## src/hdl/assert_macros.svh

```systemverilog
// Assertion helpers for the file that checks this block.
`ifndef ASSERT_MACROS_SVH
`define ASSERT_MACROS_SVH

// Same-cycle implication, sampled on the rising clock edge, off during reset.
`define ASSERT_IMP(label, clk, rst, ante, cons) \
  label: assert property (@(posedge clk) disable iff (rst) (ante) |-> (cons)) \
    else $error("%m: implication does not hold");

// Next-cycle implication, sampled on the rising clock edge, off during reset.
`define ASSERT_NXT(label, clk, rst, ante, cons) \
  label: assert property (@(posedge clk) disable iff (rst) (ante) |=> (cons)) \
    else $error("%m: next-cycle implication does not hold");

`endif

```

## src/hdl/rsl_pkg.sv

```systemverilog
`timescale 1ns / 1ps
`default_nettype none
// ----------------------------------------------------------------------------
// rsl_pkg
// Types and constants of the stereo linear resampler.
// ----------------------------------------------------------------------------
package rsl_pkg;

  localparam int SAMPLE_BITS     = 16;
  localparam int PHASE_FRAC_BITS = 16;
  localparam int PHASE_BITS      = PHASE_FRAC_BITS + 2;
  localparam int STEP_BITS       = 18;
  localparam int DIFF_BITS       = SAMPLE_BITS + 1;
  localparam int FRAC_BITS       = PHASE_FRAC_BITS + 1;
  localparam int PROD_BITS       = DIFF_BITS + FRAC_BITS;

  typedef logic signed [SAMPLE_BITS-1:0] sample_t;
  typedef logic [PHASE_BITS-1:0]         phase_t;
  typedef logic [STEP_BITS-1:0]          step_t;

  localparam phase_t PHASE_ONE  = phase_t'(1) << PHASE_FRAC_BITS;
  localparam phase_t STEP_MIN   = phase_t'((2 ** PHASE_FRAC_BITS + 9) / 10);
  localparam phase_t STEP_MAX   = phase_t'(3 * (2 ** PHASE_FRAC_BITS));
  localparam phase_t STEP_RESET = PHASE_ONE;

  // Commands from the controller to the datapath.
  typedef struct packed {
    logic cfg_wr;
    logic accept;
    logic mul;
    logic emit;
  } rsl_cmd_t;

  // Status from the datapath to the controller.
  typedef struct packed {
    logic run;
    logic last;
  } rsl_sts_t;

endpackage
`default_nettype wire

```

## src/hdl/rsl_if.sv

```systemverilog
`timescale 1ns / 1ps
`default_nettype none
// ----------------------------------------------------------------------------
// rsl_if
// Valid/ready channels of the stereo linear resampler.
// ----------------------------------------------------------------------------
interface rsl_frame_if;
  import rsl_pkg::*;
  logic    valid;
  logic    ready;
  sample_t in_left;
  sample_t in_right;
  modport source (output valid, output in_left, output in_right, input ready);
  modport sink (input valid, input in_left, input in_right, output ready);
endinterface

interface rsl_result_if;
  import rsl_pkg::*;
  logic    valid;
  logic    ready;
  sample_t out_left;
  sample_t out_right;
  logic    last_of_run;
  modport source (output valid, output out_left, output out_right,
                  output last_of_run, input ready);
  modport sink (input valid, input out_left, input out_right,
                input last_of_run, output ready);
endinterface

interface rsl_cfg_if;
  import rsl_pkg::*;
  logic  valid;
  logic  ready;
  step_t speed_step;
  modport source (output valid, output speed_step, input ready);
  modport sink (input valid, input speed_step, output ready);
endinterface
`default_nettype wire

```

## src/hdl/rsl_ctrl.sv

```systemverilog
`timescale 1ns / 1ps
`default_nettype none
// ----------------------------------------------------------------------------
// rsl_ctrl
// Sequencer of the resampler: takes frames, steps the interpolation and
// owns the result valid flag.
// ----------------------------------------------------------------------------
module rsl_ctrl (
  input  wire              clk,
  input  wire              rst,
  input  wire              in_valid,
  output logic             in_ready,
  output logic             out_valid,
  input  wire              out_ready,
  input  wire              cfg_valid,
  output logic             cfg_ready,
  output rsl_pkg::rsl_cmd_t cmd,
  input  rsl_pkg::rsl_sts_t sts
);
  import rsl_pkg::*;

  typedef enum logic [1:0] {
    S_IDLE,
    S_MUL,
    S_EMIT
  } state_t;

  state_t state;
  logic   out_free;

  assign in_ready  = (state == S_IDLE);
  // A pending frame request wins, so a frame is never taken and then dropped.
  assign cfg_ready = (state == S_IDLE) && !in_valid;
  assign out_free  = !out_valid || out_ready;

  always_comb begin
    cmd        = '0;
    cmd.cfg_wr = cfg_valid && cfg_ready;
    cmd.accept = in_valid && in_ready && !cmd.cfg_wr;
    case (state)
      S_IDLE:  cmd.mul  = 1'b0;
      S_MUL:   cmd.mul  = 1'b1;
      S_EMIT:  cmd.emit = out_free;
      default: cmd      = '0;
    endcase
  end

  always_ff @(posedge clk) begin
    if (rst) begin
      state     <= S_IDLE;
      out_valid <= 1'b0;
    end else begin
      if (cmd.emit) begin
        out_valid <= 1'b1;
      end else if (out_ready) begin
        out_valid <= 1'b0;
      end
      case (state)
        S_IDLE: begin
          if (cmd.accept && sts.run) begin
            state <= S_MUL;
          end
        end
        S_MUL: begin
          state <= S_EMIT;
        end
        S_EMIT: begin
          if (cmd.emit) begin
            state <= sts.last ? S_IDLE : S_MUL;
          end
        end
        default: begin
          state <= S_IDLE;
        end
      endcase
    end
  end

endmodule
`default_nettype wire

```

## src/hdl/rsl_dp.sv

```systemverilog
`timescale 1ns / 1ps
`default_nettype none
// ----------------------------------------------------------------------------
// rsl_dp
// Datapath of the resampler: speed register, read phase, frame history,
// one registered multiply per channel and the result registers.
// ----------------------------------------------------------------------------
module rsl_dp (
  input  wire               clk,
  input  wire               rst,
  input  rsl_pkg::rsl_cmd_t cmd,
  output rsl_pkg::rsl_sts_t sts,
  input  rsl_pkg::step_t    cfg_step,
  input  rsl_pkg::sample_t  in_left,
  input  rsl_pkg::sample_t  in_right,
  output rsl_pkg::sample_t  out_left,
  output rsl_pkg::sample_t  out_right,
  output logic              last_of_run
);
  import rsl_pkg::*;

  phase_t  step;
  phase_t  phase;
  logic    have_prev;
  sample_t prev_left;
  sample_t prev_right;
  sample_t cur_left;
  sample_t cur_right;
  logic signed [PROD_BITS-1:0] prod_left;
  logic signed [PROD_BITS-1:0] prod_right;

  phase_t  step_sat;
  logic [PHASE_BITS:0] phase_adv;
  logic signed [DIFF_BITS-1:0] diff_left;
  logic signed [DIFF_BITS-1:0] diff_right;
  logic signed [FRAC_BITS-1:0] frac;
  logic signed [DIFF_BITS-1:0] q_left;
  logic signed [DIFF_BITS-1:0] q_right;
  logic signed [DIFF_BITS-1:0] sum_left;
  logic signed [DIFF_BITS-1:0] sum_right;

  always_comb begin
    if (phase_t'(cfg_step) < STEP_MIN) begin
      step_sat = STEP_MIN;
    end else if (phase_t'(cfg_step) > STEP_MAX) begin
      step_sat = STEP_MAX;
    end else begin
      step_sat = phase_t'(cfg_step);
    end
  end

  assign phase_adv = {1'b0, phase} + {1'b0, step};
  assign sts.run   = have_prev && (phase < PHASE_ONE);
  assign sts.last  = phase_adv >= {1'b0, PHASE_ONE};

  assign diff_left  = DIFF_BITS'(cur_left) - DIFF_BITS'(prev_left);
  assign diff_right = DIFF_BITS'(cur_right) - DIFF_BITS'(prev_right);
  assign frac       = $signed({1'b0, phase[PHASE_FRAC_BITS-1:0]});

  // The arithmetic shift gives the floor of the scaled difference.
  assign q_left    = DIFF_BITS'(prod_left >>> PHASE_FRAC_BITS);
  assign q_right   = DIFF_BITS'(prod_right >>> PHASE_FRAC_BITS);
  assign sum_left  = DIFF_BITS'(prev_left) + q_left;
  assign sum_right = DIFF_BITS'(prev_right) + q_right;

  always_ff @(posedge clk) begin
    if (rst) begin
      step      <= STEP_RESET;
      phase     <= '0;
      have_prev <= 1'b0;
    end else if (cmd.cfg_wr) begin
      step      <= step_sat;
      phase     <= '0;
      have_prev <= 1'b0;
    end else if (cmd.accept) begin
      if (!have_prev) begin
        have_prev <= 1'b1;
      end else if (phase >= PHASE_ONE) begin
        phase <= phase - PHASE_ONE;
      end
    end else if (cmd.emit) begin
      if (sts.last) begin
        phase <= PHASE_BITS'(phase_adv - {1'b0, PHASE_ONE});
      end else begin
        phase <= PHASE_BITS'(phase_adv);
      end
    end
  end

  always_ff @(posedge clk) begin
    if (cmd.accept) begin
      cur_left  <= in_left;
      cur_right <= in_right;
      // A frame that starts no interpolation run goes straight to history.
      if (!sts.run) begin
        prev_left  <= in_left;
        prev_right <= in_right;
      end
    end else if (cmd.emit && sts.last) begin
      prev_left  <= cur_left;
      prev_right <= cur_right;
    end
    if (cmd.mul) begin
      prod_left  <= diff_left * frac;
      prod_right <= diff_right * frac;
    end
    if (cmd.emit) begin
      out_left    <= sum_left[SAMPLE_BITS-1:0];
      out_right   <= sum_right[SAMPLE_BITS-1:0];
      last_of_run <= sts.last;
    end
  end

endmodule
`default_nettype wire

```

## src/hdl/stereo_linear_resampler_top.sv

```systemverilog
`timescale 1ns / 1ps
`default_nettype none
`include "assert_macros.svh"
// ----------------------------------------------------------------------------
// stereo_linear_resampler_top
// Stereo playback-speed changer by linear interpolation between frames.
// ----------------------------------------------------------------------------
// Each request on frame carries one stereo frame; each request on result
// carries one interpolated frame, with last_of_run marking the final one a
// frame causes. A frame that yields nothing (the first after reset or a
// speed write, or one skipped at speeds above 1.0) leaves the block idle. A
// frame that yields results runs each one through S_MUL, where the
// per-channel multiplier is registered, and then S_EMIT, where the add loads
// the result register once it is free.
// The next frame is taken while the last result still waits in its register.
// A write on cfg saturates speed_step to 0.1..3.0 in Q.16 and clears the
// phase and frame history; write it only while the block is idle.
module stereo_linear_resampler_top (
  input wire          clk,
  input wire          rst,
  rsl_frame_if.sink   frame,
  rsl_result_if.source result,
  rsl_cfg_if.sink     cfg
);
  import rsl_pkg::*;

  rsl_cmd_t cmd;
  rsl_sts_t sts;

  rsl_ctrl u_ctrl (
    .clk       (clk),
    .rst       (rst),
    .in_valid  (frame.valid),
    .in_ready  (frame.ready),
    .out_valid (result.valid),
    .out_ready (result.ready),
    .cfg_valid (cfg.valid),
    .cfg_ready (cfg.ready),
    .cmd       (cmd),
    .sts       (sts)
  );

  rsl_dp u_dp (
    .clk         (clk),
    .rst         (rst),
    .cmd         (cmd),
    .sts         (sts),
    .cfg_step    (cfg.speed_step),
    .in_left     (frame.in_left),
    .in_right    (frame.in_right),
    .out_left    (result.out_left),
    .out_right   (result.out_right),
    .last_of_run (result.last_of_run)
  );

  // A result is loaded only when the result register is free or being drained.
  `ASSERT_IMP(a_emit_into_free, clk, rst, cmd.emit, !result.valid || result.ready)
  // No new frame is taken while a run is being computed.
  `ASSERT_IMP(a_no_take_in_run, clk, rst, frame.valid && frame.ready, !cmd.mul && !cmd.emit)
  // The final result of a run hands control back to frame intake.
  `ASSERT_NXT(a_last_to_idle, clk, rst, cmd.emit && sts.last, frame.ready)
  // A speed write drops the history, so the next frame cannot start a run.
  `ASSERT_NXT(a_cfg_clears, clk, rst, cfg.valid && cfg.ready, !sts.run)

endmodule
`default_nettype wire
```

## src/flat_wrapper.sv

```systemverilog
// flat-port wrapper written by rule: the top's interface ports become plain ports
module stereo_linear_resampler_top_flat import rsl_pkg::*;
  (clk, rst, frame_valid, frame_in_left, frame_in_right, frame_ready, result_valid, result_out_left, result_out_right, result_last_of_run, result_ready, cfg_valid, cfg_speed_step, cfg_ready);
  rsl_frame_if frame_i ();
  rsl_result_if result_i ();
  rsl_cfg_if cfg_i ();
  input wire clk;
  input wire rst;
  input wire logic [$bits(frame_i.valid)-1:0] frame_valid;
  input wire logic [$bits(frame_i.in_left)-1:0] frame_in_left;
  input wire logic [$bits(frame_i.in_right)-1:0] frame_in_right;
  output wire logic [$bits(frame_i.ready)-1:0] frame_ready;
  output wire logic [$bits(result_i.valid)-1:0] result_valid;
  output wire logic [$bits(result_i.out_left)-1:0] result_out_left;
  output wire logic [$bits(result_i.out_right)-1:0] result_out_right;
  output wire logic [$bits(result_i.last_of_run)-1:0] result_last_of_run;
  input wire logic [$bits(result_i.ready)-1:0] result_ready;
  input wire logic [$bits(cfg_i.valid)-1:0] cfg_valid;
  input wire logic [$bits(cfg_i.speed_step)-1:0] cfg_speed_step;
  output wire logic [$bits(cfg_i.ready)-1:0] cfg_ready;
  assign frame_i.valid = frame_valid;
  assign frame_i.in_left = frame_in_left;
  assign frame_i.in_right = frame_in_right;
  assign frame_ready = frame_i.ready;
  assign result_valid = result_i.valid;
  assign result_out_left = result_i.out_left;
  assign result_out_right = result_i.out_right;
  assign result_last_of_run = result_i.last_of_run;
  assign result_i.ready = result_ready;
  assign cfg_i.valid = cfg_valid;
  assign cfg_i.speed_step = cfg_speed_step;
  assign cfg_ready = cfg_i.ready;
  stereo_linear_resampler_top u_core (.clk(clk), .rst(rst), .frame(frame_i), .result(result_i), .cfg(cfg_i));
endmodule
```

## config.mk

```make
export PLATFORM = sky130hd
export DESIGN_NAME = stereo_linear_resampler_top_flat
export DESIGN_NICKNAME = d
export VERILOG_FILES = /design/src/hdl/rsl_pkg.sv /design/src/hdl/rsl_if.sv /design/src/hdl/rsl_ctrl.sv /design/src/hdl/rsl_dp.sv /design/src/hdl/stereo_linear_resampler_top.sv /design/src/flat_wrapper.sv
export VERILOG_INCLUDE_DIRS = /design/src /design/src/hdl
export SDC_FILE = /design/constraint.sdc
export NUM_CORES = 2
export LEC_CHECK = 0
export BUFFER_PORTS_ARGS = -buffer_cell sky130_fd_sc_hd__buf_2
export CAP_MARGIN = 30
export CORE_ASPECT_RATIO = 1.75
export CORE_MARGIN = 5
export CORE_UTILIZATION = 59
export CTS_CLUSTER_DIAMETER = 50
export DETAILED_ROUTE_END_ITERATION = 8
export MAX_ROUTING_LAYER = met4
export PLACE_DENSITY = 0.76
export SYNTH_ARGS = -nofsm -noshare
export SYNTH_HDL_FRONTEND = slang
export SYNTH_SLANG_ARGS = --single-unit
```

## constraint.sdc

```tcl
create_clock -name clk -period 21.4 [get_ports clk]
set_input_delay 1.07 -clock clk [delete_from_list [all_inputs] [get_ports clk]]
set_output_delay 1.07 -clock clk [all_outputs]
set_load 0.1 [all_outputs]
```

After elaboration in Yosys (flattened, before gate mapping) --
Index checks and enable logic that the tools add are counted. Widths: inputs -> output; s select.
Storage, ports and cells: logic and storage cells 77, register bits after elaboration 201
Cells by class: $mul 2, reduce and logical (&&, ||, !) cells 20, $add $sub $neg 7, magnitude comparators 5, mux-type cells 22, eq/ne operators 7
Operators with widths (number):
- $mux 18 | 7
- $mux 16 | 6
- $mul 17x17->32 | 2
- $sub 18x17->18 const B | 2
- $sub 16x16->17 | 2
- $add 16x16->16 | 2
- $add 18x18->19 | 1
- $ge 19x17->1 const B | 1
- $ge 18x17->1 const B | 1
- $gt 18x18->1 const B | 1
- $lt 18x13->1 const B | 1
- $lt 18x17->1 const B | 1
- $ne 2x2->1 const B | 4
- $logic_and 1x1->1 | 7
- $mux 2 | 3
- $pmux 2 s3 | 1
- $reduce_bool 2->1 | 3
- $mux 1 | 5
- $reduce_and 2->1 | 2
- $logic_not 1->1 | 3
- $reduce_and 3->1 | 1
- $reduce_or 3->1 | 1
- $eq 2x1->1 const B | 1
- $eq 2x2->1 const B | 1
- other kinds (4) | 4

Logic depth before layout (Yosys ltp) --
word-level depth 9, mapped depth 34, depth with buffers taken out 34

By module --
A second synthesis with hierarchy kept.
Unflattened totals: cells, all modules 3044, area total of the unflattened synthesis 28907.7 um^2
Modules (own cells, without submodules):
- rsl_dp | instances 1, area each 28753.8 um^2, cells each 3026, sequential area each 4614.4 um^2
- rsl_ctrl | instances 1, area each 153.9 um^2, cells each 18, sequential area each 60.1 um^2

Worst setup path after synthesis --
Ideal clock, no wire load.
kind reg-to-reg, from register u_core.u_dp.prev_right[0], to register u_core.u_dp.prod_right[31] (data pin), period minus slack after synthesis 7.643 ns, setup slack 13.757 ns, data required time 21.142 ns, arrival 7.386 ns, stages on the path, launching flop included 31, buffers on the path 3, cell sequence edfxtp_1 ha_1 fa_1 nor2b_1 o31a_1 o211ai_1 nand2_1 nand4_1 a31oi_1 nand4_1 a41o_1 clkbuf_1 buf_2 nand2_1 fa_1 fa_1 clkbuf_1 xor2_1 xnor2_1 fa_1 fa_1 inv_1 fa_1 inv_1 ha_1 a21oi_1 a21oi_1 a21o_1 o41ai_2 xnor2_1 xnor2_1
On the way: longest elaborated chain between the ends 2
RTL lines:
- start, declared | line rsl_dp.sv:26 | sample_t prev_right;
- start signal, assigned | line rsl_dp.sv:97 | prev_right <= in_right;
- start signal, assigned | line rsl_dp.sv:101 | prev_right <= cur_right;
- $sub 16x16->17 | line rsl_dp.sv:57 | assign diff_right = DIFF_BITS'(cur_right) - DIFF_BITS'(prev_right);
- $mul 17x17->32 | line rsl_dp.sv:105 | prod_right <= diff_right * frac;
- end signal, assigned | line rsl_dp.sv:105
- end, declared | line rsl_dp.sv:30 | logic signed [PROD_BITS-1:0] prod_right;
No other way between the ends. A chain may end at the register's enable or synchronous reset.

Worst setup path in the final report --
from register u_core.u_dp.prev_left[1], to register u_core.u_dp.prod_left[28] (data pin)
On the way: longest elaborated chain between the ends 2
RTL lines:
- start, declared | line rsl_dp.sv:25 | sample_t prev_left;
- start signal, assigned | line rsl_dp.sv:96 | prev_left <= in_left;
- start signal, assigned | line rsl_dp.sv:100 | prev_left <= cur_left;
- $sub 16x16->17 | line rsl_dp.sv:56 | assign diff_left = DIFF_BITS'(cur_left) - DIFF_BITS'(prev_left);
- $mul 17x17->32 | line rsl_dp.sv:104 | prod_left <= diff_left * frac;
- end signal, assigned | line rsl_dp.sv:104
- end, declared | line rsl_dp.sv:29 | logic signed [PROD_BITS-1:0] prod_left;
No other way between the ends.

==> qor.txt <==
Outcome -> completed
Synth Instances -> 3080
I/O Buffers -> 90
Area grow syn2layout -> 6.624%
Post-synth EDFFs -> 129
FP Rows -> 107
Clk_skew -> 29.83 ps
WS Path Type -> flop to flop
Seq pwr share -> 0.363
Clk slew on worst S/H paths -> 70 ps
Switching Share -> 0.3790
CTS H-tree lvls -> 4
CORE AREA -> 48730 sq um
Crit path DAT -> 8730 ps
Most common cell in the netlist -> inv_1
CTS sink cnt -> 169
Final hold vios -> 0
CTS Hold Buffers Added -> 0
Syn avg cell area -> 9.450 sq um
Nets -> 3950
# Post-CTS Setup Buffers -> 0
Post-DP HPWL -> 55770 microns
#FFs+latches synth -> 169
Most frequent CP cell -> fa_1
Die W -> 177.9 microns
Max Cap Viol -> 0
Clock root buffer -> clkbuf_16
Initial core utilization -> 0.5973
First-pass GRT wire length -> 117000 microns
Reg2Reg Depth -> 32
Largest net degree at the start of global routing -> 69
Die Height -> 303.8 microns
Wire length per cell -> 18.70 microns
Combinational Power Share -> 0.309
Synth async-reset ratio -> 0
Drt pass-1 iters -> 5
Crit path from -> u_core.u_dp.prev_left[1]
Worst slew pin tran -> 1012 ps
Synth Flop Type -> edfxtp_1
Tcrit/Tclk final -> 0.3974
Yosys top cell area share -> 0.3583
Total power per unit cell area -> 33.77 nW/um^2
Proportion of layout cells with a drive suffix above 1 -> 0.07425
Total power -> 0.001048 W
Gr ovfl total -> 0
Post-CTS sizing -> 0
Crit-path max cell delay -> 560 ps
Worst Path Required -> 21630 ps
Reg-to-Reg End -> u_core.u_dp.prod_left[28]
Setup_tns -> 0 ps
Most common library cells after synthesis -> inv_1, fa_1, nand2_1
Ant. Diodes -> 0
Max Slew Vio Count -> 0
Critical-path top delay cell -> fa_1
Synth warnings -> 0
Dominant cell type by area after synthesis -> fa_1
Crit path capture type -> flop
RR Startpoint -> u_core.u_dp.prev_left[1]
Worst vdd ir -> 59.08 uV
Startpoint Class -> flop
CTS buffer count -> 17
Vias -> 21270
Die area -> 54050 sq um
GRT Total Usage -> 0.2829
F_max -> 0.1176 GHz
CTS tree -> yes
Residual DRC -> 0
Worst-path fanout max -> 16
IO Count -> 91
Share of the yosys chip area belonging to registers -> 0.1606
Mapped cell area -> 29110 sq um
Leakage -> 16.01 nW
Clock share of power -> 0.328
Worst skew pair latency -> 500 ps
DRT iter0 DRCs -> 964
Minimum clock period -> 8503 ps
NetSw -> 0.0003972 W
Power Internal -> 0.0006509 W
GPL Wtd Cong -> 0.9236
RSZ-0062 raised after global routing -> no
Netlist cell types -> 73
Vias per cell -> 5.610
Final ANT Viol Nets -> 0
Vias in the first global route -> 24360
Syn_nets -> 3905
Clock buffer depth -> 2
Final Core Density -> 0.6368
Initial antenna violation count -> 1
Slew headroom -> 0.3219
Hold WC Path Type -> flop to flop
Setup-failing EPs final -> 0
Largest cells by area after synthesis -> fa_1, edfxtp_1, ha_1
Final wirelength -> 70910 microns
Worst reg2reg setup slack -> 12900 ps
Crit path to -> u_core.u_dp.prod_left[28]
-- layout by cell type (no fill, tap or decap), types with 24 or more instances in the layout --
| master | instances |
|---|---|
| xnor2_1 | 92 |
| nor2_1 | 91 |
| ha_1 | 249 |
| nand2b_1 | 31 |
| fa_1 | 521 |
| o21ai_0 | 24 |
| xor2_1 | 36 |
| nand2_1 | 332 |
| buf_4 | 47 |
| and2_1 | 217 |
| edfxtp_1 | 129 |
| inv_1 | 719 |
| mux2_2 | 28 |
| nor2b_1 | 55 |
| a21oi_1 | 79 |
| nor3_1 | 38 |
| buf_2 | 90 |
| nand3_1 | 30 |
| dfxtp_1 | 40 |
-- cell type report --
cell class | instances | area [sq um]
clock inverter | 15 | 200.2
multi-input combinational | 2078 | 21390
fill | 4075 | 17700
clock buffer | 17 | 425.4
timing repair buffer | 138 | 814.5
sequential | 169 | 4674
tap | 654 | 818.3
inverter | 721 | 2708
-- worst min path at each step --
stage,start,endpoint,cells past startpoint
floorplan,u_core.u_dp.step[13],u_core.u_dp.step[13],1
detailed placement,u_core.u_dp.phase[0],u_core.u_dp.phase[0],2
finish,u_core.u_dp.phase[0],u_core.u_dp.phase[0],2
global placement,u_core.u_dp.phase[0],u_core.u_dp.phase[0],2
global route,u_core.u_dp.step[5],u_core.u_dp.step[5],1
CTS,u_core.u_dp.phase[0],u_core.u_dp.phase[0],2
-- critical path, delay by kind of cell, from the launching register on --
| family | cells | cell delay [ps] |
|---|---|---|
| fa+ha+maj | 8 | 3630 |
| xor+xnor | 2 | 290 |
| compound gates | 10 | 2090 |
| flops | 1 | 400 |
| buf+inv | 6 | 530 |
| simple gates | 6 | 1300 |
-- metrics by stage --
step	setup WS (ps)	hold WS [ps]	cells	instance area (sq um)
after floorplan	13760	456.1	3080	29110
after global placement	13020	467.8	3759	30400
after detailed placement	12980	473.4	3760	30410
after CTS	12950	482.6	3792	31030
after global routing	12460	524.0	3792	31030
final	12900	482.9	3792	31030
-- cells by family (layout without fill, tap and decap cells) --
kind of cell               count (synthesis)  in the layout  share of synthesized area
buffers and inverters                    833            891                     0.1080
DFF                                      169            169                     0.1606
xor gates and xnor gates                 139            139                    0.04183
AOI/OAI and AO/OA                        287            287                    0.06762
muxes                                     30             30                    0.01152
adders and majority gates                770            770                     0.4654
and+or+nand+nor                          852            852                     0.1451
-- power by group through the flow --
| stage | Sequential (W) | Combinational (W) | Clock [W] |
|---|---|---|---|
| global placement | 0.000388 | 0.000310 | 0 |
| floorplan | 0.000391 | 0.000189 | 0 |
| global route | 0.000382 | 0.000346 | 0.000361 |
| detailed placement | 0.000388 | 0.000319 | 0 |
| finish | 0.000381 | 0.000324 | 0.000344 |
| CTS | 0.000381 | 0.000321 | 0.000348 |
-- state kept, by name, indices dropped and copies added (netlist names) --
name,flops
u_core.u_dp.last_of_run,1
u_core.u_dp.prod_left,16
u_core.u_dp.phase,18
u_core.u_dp.prod_right,16
u_core.u_dp.have_prev,1
u_core.u_dp.step,18
u_core.u_dp.out_right,16
u_core.u_dp.cur_left,16
u_core.u_dp.prev_left,16
u_core.u_ctrl.out_valid,1
u_core.u_dp.prev_right,16
u_core.u_dp.cur_right,16
u_core.u_ctrl.state,2
u_core.u_dp.out_left,16
-- per-layer routing --
metal  wire length, microns  track usage  up-vias
met1                  22820       0.2690    10640
met3                   3246      0.03890      387
met2                  39060       0.5169      739
met5                      0            -        -
met4                   5775       0.1909        0
li1                       -            -     9510
Power figures use the tool's default switching activity.
